**src/design/pvd_pkg.sv**
```systemverilog
package pvd_pkg;

   typedef struct packed {
      logic [7:0] data_byte;
      logic       stream_end;
   } req_type;

   typedef struct packed {
      logic signed [32:0] value;
      logic [1:0]         status;
   } rsp_type;

   localparam logic [1:0] STATUS_OK      = 2'd0;
   localparam logic [1:0] STATUS_BAD_TAG = 2'd1;
   localparam logic [1:0] STATUS_TRUNC   = 2'd2;
   localparam logic [1:0] STATUS_END     = 2'd3;

   localparam logic [7:0] NEG_PREFIX   = 8'd255;
   localparam logic [7:0] BAD_LEAD     = 8'd254;
   localparam logic [7:0] MAX_DIRECT   = 8'd250;
   localparam logic [7:0] TAG_ONE_BYTE = 8'd251;
   localparam logic [7:0] TAG_TWO_BYTE = 8'd252;

   typedef enum logic [1:0] {
      PH_IDLE    = 2'd0,
      PH_NEG     = 2'd1,
      PH_PAYLOAD = 2'd2
   } phase_type;

   typedef struct packed {
      phase_type   phase;
      logic        negative_flag;
      logic [2:0]  bytes_remaining;
      logic [1:0]  byte_position;
      logic [31:0] accumulator;
   } dec_state_type;

   localparam dec_state_type IDLE_STATE = '{
      phase:           PH_IDLE,
      negative_flag:   1'b0,
      bytes_remaining: 3'd0,
      byte_position:   2'd0,
      accumulator:     32'd0
   };

endpackage

```
**src/design/pvd_step.sv**
```systemverilog
module pvd_step (
   input  pvd_pkg::dec_state_type state,
   input  pvd_pkg::req_type       req,
   output pvd_pkg::dec_state_type next_state,
   output logic                   has_result,
   output pvd_pkg::rsp_type       result
);
   import pvd_pkg::*;

   logic [7:0]  b;
   logic [31:0] acc_merged;
   logic [2:0]  rem_dec;
   logic        lead_neg;

   assign b = req.data_byte;

   // merge the payload byte into its lane
   always_comb begin
      for (int i = 0; i < 4; i++) begin
         if (state.byte_position == 2'(i)) begin
            acc_merged[8*i +: 8] = state.accumulator[8*i +: 8] | b;
         end else begin
            acc_merged[8*i +: 8] = state.accumulator[8*i +: 8];
         end
      end
   end

   assign rem_dec  = state.bytes_remaining - 3'd1;
   assign lead_neg = (state.phase == PH_NEG);

   always_comb begin
      next_state = state;
      has_result = 1'b0;
      result     = '0;
      case (state.phase)
         PH_PAYLOAD: begin
            if (req.stream_end) begin
               has_result    = 1'b1;
               result.status = STATUS_TRUNC;
               next_state    = IDLE_STATE;
            end else if (rem_dec == 3'd0) begin
               has_result    = 1'b1;
               result.status = STATUS_OK;
               result.value  = state.negative_flag ? {1'b1, ~acc_merged}
                                                   : {1'b0, acc_merged};
               next_state    = IDLE_STATE;
            end else begin
               next_state.accumulator     = acc_merged;
               next_state.byte_position   = state.byte_position + 2'd1;
               next_state.bytes_remaining = rem_dec;
            end
         end
         default: begin
            // idle, post-prefix, and the unused code share the lead-byte path
            next_state = IDLE_STATE;
            if (req.stream_end) begin
               has_result    = 1'b1;
               result.status = lead_neg ? STATUS_TRUNC : STATUS_END;
            end else if (b == NEG_PREFIX && !lead_neg) begin
               next_state.negative_flag = 1'b1;
               next_state.phase         = PH_NEG;
            end else if (b >= BAD_LEAD) begin
               has_result    = 1'b1;
               result.status = STATUS_BAD_TAG;
            end else if (b <= MAX_DIRECT) begin
               has_result    = 1'b1;
               result.status = STATUS_OK;
               result.value  = lead_neg ? {1'b1, 24'hFF_FFFF, ~b}
                                        : {1'b0, 24'd0, b};
            end else begin
               next_state.phase         = PH_PAYLOAD;
               next_state.negative_flag = lead_neg;
               case (b)
                  TAG_ONE_BYTE: next_state.bytes_remaining = 3'd1;
                  TAG_TWO_BYTE: next_state.bytes_remaining = 3'd2;
                  default:      next_state.bytes_remaining = 3'd4;
               endcase
            end
         end
      endcase
   end

endmodule

```
**src/design/pvd_out_reg.sv**
```systemverilog
module pvd_out_reg (
   input  logic             clock,
   input  logic             reset,
   input  logic             load,
   input  pvd_pkg::rsp_type load_data,
   input  logic             rsp_stall,
   output logic             rsp_valid,
   output pvd_pkg::rsp_type rsp_data,
   output logic             full_stall
);
   import pvd_pkg::*;

   logic    valid_ff;
   logic    valid_in;
   rsp_type data_ff;

   // hold while stalled, drop once taken, refill on a new result
   always_comb begin
      valid_in = valid_ff;
      if (load) begin
         valid_in = 1'b1;
      end else if (!rsp_stall) begin
         valid_in = 1'b0;
      end
   end

   always_ff @(posedge clock) begin
      if (reset) begin
         valid_ff <= 1'b0;
      end else begin
         valid_ff <= valid_in;
      end
   end

   always_ff @(posedge clock) begin
      if (load) begin
         data_ff <= load_data;
      end
   end

   assign rsp_valid  = valid_ff;
   assign rsp_data   = data_ff;
   assign full_stall = valid_ff & rsp_stall;

endmodule

```
**src/design/prefix_varint_decoder_top.sv**
```systemverilog
// Decodes a byte stream, one byte per beat, into signed variable-length
// integers (33-bit value plus 2-bit status). One beat is accepted every clock
// while the result register is free or draining; a result appears on rsp_valid
// in the cycle after the beat that completes it. The single result register sets
// the stall: req_stall rises only while a result waits and rsp_stall is high.
module prefix_varint_decoder_top (
   input  logic             clock,
   input  logic             reset,
   input  logic             req_valid,
   output logic             req_stall,
   input  pvd_pkg::req_type req_data,
   output logic             rsp_valid,
   input  logic             rsp_stall,
   output pvd_pkg::rsp_type rsp_data
);
   import pvd_pkg::*;

   dec_state_type state_ff;
   dec_state_type state_in;
   dec_state_type step_next;
   logic          step_has_result;
   rsp_type       step_result;
   logic          req_accept;
   logic          load;

   pvd_step u_step (
      .state      (state_ff),
      .req        (req_data),
      .next_state (step_next),
      .has_result (step_has_result),
      .result     (step_result)
   );

   assign req_accept = req_valid & ~req_stall;
   assign load       = req_accept & step_has_result;
   assign state_in   = req_accept ? step_next : state_ff;

   always_ff @(posedge clock) begin
      if (reset) begin
         state_ff <= IDLE_STATE;
      end else begin
         state_ff <= state_in;
      end
   end

   pvd_out_reg u_out_reg (
      .clock      (clock),
      .reset      (reset),
      .load       (load),
      .load_data  (step_result),
      .rsp_stall  (rsp_stall),
      .rsp_valid  (rsp_valid),
      .rsp_data   (rsp_data),
      .full_stall (req_stall)
   );

`ifndef NO_ASSERTIONS
   a_err_value_zero: assert property (@(posedge clock) disable iff (reset)
      rsp_valid |-> (rsp_data.status == STATUS_OK || rsp_data.value == 33'sd0))
      else $error("non-ok result carries a nonzero value");

   a_idle_after_result: assert property (@(posedge clock) disable iff (reset)
      load |=> (state_ff.phase == PH_IDLE && state_ff.accumulator == 32'd0
                && state_ff.negative_flag == 1'b0))
      else $error("decoder not idle after a result");

   a_payload_count: assert property (@(posedge clock) disable iff (reset)
      state_ff.phase == PH_PAYLOAD |-> state_ff.bytes_remaining != 3'd0)
      else $error("payload phase with no bytes remaining");

   a_stall_only_when_full: assert property (@(posedge clock) disable iff (reset)
      req_stall |-> rsp_valid)
      else $error("input stalled with empty result register");
`endif

endmodule
```
**config.mk**
```make
export PLATFORM = sky130hd
export DESIGN_NAME = prefix_varint_decoder_top
export DESIGN_NICKNAME = d
export VERILOG_FILES = /design/src/design/pvd_pkg.sv /design/src/design/pvd_step.sv /design/src/design/pvd_out_reg.sv /design/src/design/prefix_varint_decoder_top.sv
export SDC_FILE = /design/constraint.sdc
export NUM_CORES = 1
export LEC_CHECK = 0
export BUFFER_PORTS_ARGS = -buffer_cell sky130_fd_sc_hd__buf_2
export CORE_ASPECT_RATIO = 0.75
export CORE_UTILIZATION = 50
export CTS_CLUSTER_SIZE = 10
export DETAILED_ROUTE_END_ITERATION = 6
export HOLD_SLACK_MARGIN = 0.05
export PLACE_DENSITY = 0.76
export SETUP_SLACK_MARGIN = 0.05
export SYNTH_ARGS = -nofsm -noshare
export SYNTH_HDL_FRONTEND = slang
export SYNTH_SLANG_ARGS = --single-unit
```
**constraint.sdc**
```tcl
create_clock -name clock -period 2.9 [get_ports clock]
set_input_delay 0.29 -clock clock [delete_from_list [all_inputs] [get_ports clock]]
set_output_delay 0.29 -clock clock [all_outputs]
set_load 0.005 [all_outputs]
```
==> results.py <==
metrics = {
    "status": {
        "status": "finished clean",
    },
    "setup_path": {
        "worstPathArrival_ns": 2.05,
        "start_kind": "flip-flop",
        "crit_fanout": 35,
        "path_class": "reg -> reg",
        "critPathRequiredTime_ns": 2.89,
        "path_cells": "inv_1 > ha_1 > xnor2_1 > and2_1 > o221ai_1 > inv_1 > buf_4",
        "endpoint_kind": "flip-flop",
        "crit_path_frequent_cell": "inv_1",
        "crit_path_top_delay_cell": "buf_4",
        "max_stage_delay_ns": 0.39,
    },
    "floorplan": {
        "core_um2": 6800,
        "die_area_um2": 7360,
        "die_w_um": 98.7,
        "dieHeight_um": 74.5,
        "std_cell_rows": 26,
        "ios": 50,
        "start_util_pct": 51.6,
    },
    "routing": {
        "drt_wl_total_um": 7070,
        "vias": 2650,
        "dr.pass1.iters": 7,
        "drc": 0,
        "ant_nets": 0,
        "routed_via_density": 5.53,
        "drt-initial-drc-count": 148,
        "avgRoutedWirePerCell_um": 14.8,
    },
    "grt": {
        "grt_use_total_pct": 21.7,
        "grt_max_degree": 36,
        "globalRouteMet3Util_pct": 5.26,
        "antenna_found_initial": 0,
        "grt_pass1_wl_um": 12000,
        "grt_overflow": 0,
        "gr-usage-met2_pct": 36.1,
        "top_usage_layer": "met2",
        "grt_pass1_vias": 2435,
        "use_met1_pct": 28.0,
    },
    "clock_network": {
        "clk_latency_ns": 0.34,
        "clockBufferDepth": 2,
        "post_cts_buffers": 0,
        "htree_levels": 3,
        "cts_resized": 0,
        "cts-root-buf": "clkbuf_8",
        "clock_sinks": 76,
        "cts_tree": "yes",
        "clk_pin_slew_worst_paths_ns": 0.07,
        "cts_buffers": 9,
        "cts_hold_buffers": 0,
    },
    "sta": {
        "hold_ws_ns": 0.221,
        "fin_crit_sh_pct": 70.8,
        "hold_viol": 0,
        "layout_min_cycle_time_ns": 2.05,
        "worst_pin_slew_ns": 0.860,
        "fmax_ghz": 0.487,
        "setup_viol": 0,
        "setup_tns_ns": 0,
        "max_slew_margin_pct": 42.6,
        "rsz0062_at_grt": "no",
        "finalClockSkew_ns": 0.00430,
        "finalMaxSlewViolations": 0,
    },
    "synth": {
        "synth_edf_count": 35,
        "synth_warnings": 0,
        "avgSynthCellArea_um2": 9.88,
        "synth_cell_types": 43,
        "syn-cell-area_um2": 3510,
        "syn_inst": 355,
        "synth_seq_cells": 76,
        "async_flop_share_pct": 0,
        "yosysSeqAreaShare_pct": 53.4,
        "synth_ff_type": "dfxtp_1",
        "syn_nets": 374,
    },
    "finish": {
        "design_area_um2": 3960,
        "register_area_um2": 1870,
        "multi_input_area_um2": 1460,
        "layout_common_cells": "a21oi_1 (62), buf_2 (49), xnor2_1 (41), dfxtp_1 (41), nor2_1 (37)",
        "layout.nets": 409,
        "antenna_cells": 0,
        "drive_gt1_share_pct": 20.3,
        "fillerInstances": 559,
        "area_growth_pct": 12.8,
        "layout_commonest_cell": "a21oi_1",
        "fin_util_pct": 58.2,
        "final_cells": 479,
    },
    "min_path": {
        "min_path_type": "in -> reg",
    },
    "flow_run": {
        "timing.max_cap.violations": 0,
    },
    "place": {
        "placed_area_um2": 3760,
        "placed_cells": 463,
        "io_buffers": 49,
        "dp_hpwl_um": 4560,
        "place_congestion": 0.868,
    },
    "pwr": {
        "power_leakage_nw": 1.47,
        "ir_worst_vdd_uv": 334,
        "p_per_area_nw_per_um2": 558,
    },
}
[synthesized netlist by cell type (6+ instances only)]
cell      instances  area [um2]
clkbuf_1         11        41.3
nor3_1            6        30.0
dfxtp_1          41         821
edfxtp_1         35        1050
o22ai_1           8        50.1
inv_1             8        30.0
nor2_1           37         139
o21ai_0          28         140
a21oi_1          62         310
xnor2_1          41         359
nand2_1          11        41.3
ha_1              6        75.1
buf_2             8        40.0
buf_1             8        30.0
[logic make-up after synthesis]
group | Yosys count | synth area share, %
buffers and inverters | 40 | 5.10
xor gates and xnor gates | 41 | 10.2
DFF | 76 | 53.4
and+or+nand+nor | 76 | 10.7
adders and majority gates | 6 | 2.14
AOI/OAI and AO/OA | 116 | 18.5
[layer usage]
| metal | part of all wire [%] | vias to the layer above |
|---|---|---|
| met5 | 0 | - |
| met4 | 1.4 | 0 |
| met3 | 7.2 | 10 |
| met2 | 47 | 92 |
| met1 | 45 | 1232 |
| li1 | - | 1316 |
[power breakdown]
| part | leakage (nW) | internal [mW] | switching, mW |
|---|---|---|---|
| sequential | 0.683 | 1.17 | 0.0142 |
| clock | 0.106 | 0.421 | 0.388 |
| combinational | 0.678 | 0.0823 | 0.138 |
| total | 1.47 | 1.67 | 0.540 |
[metrics by stage]
| step | total power, mW | setup slack, ns |
|---|---|---|
| 2_1_floorplan | 1.35 | 0.718 |
| 4_1_cts | 2.23 | 0.851 |
| 5_1_grt | 2.30 | 0.719 |
| 6_report | 2.21 | 0.846 |
| 3_5_place_dp | 1.42 | 0.857 |
| 3_3_place_gp | 1.42 | 0.974 |
[sequential cells by signal, indices dropped and copies added, names as in the netlist]
register             flops
state_ff                40
u_out_reg.rsp_data      35
u_out_reg.rsp_valid      1
[worst max-delay path, delay by kind of cell (launching register included)]
kind / cells / cell delay, ns
simple gates: 1 / 0.18
flops: 1 / 0.34
fa+ha+maj: 1 / 0.23
buf+inv: 3 / 0.55
compound gates: 1 / 0.15
xor+xnor: 1 / 0.23
[path summary, 6_finish.rpt]
path	from	end	slack, ns	cells after the start
hold / removal	reset	state_ff[38]	0.22	2
setup reg to reg	state_ff[34]	u_out_reg.rsp_data[1]	0.85	7
hold reg to reg	state_ff[25]	state_ff[25]	0.47	2
setup / recovery	state_ff[34]	u_out_reg.rsp_data[1]	0.85	7
[layout make-up]
type / count / area share (%)
clock buffers: 10 / 3.48
well taps: 84 / 2.66
clock inverters: 6 / 1.58
inverters: 9 / 0.854
repair buffers: 55 / 7.33
multi-input cells: 239 / 36.8
flip-flops and latches: 76 / 47.3
(Power assumes the default switching activity.)
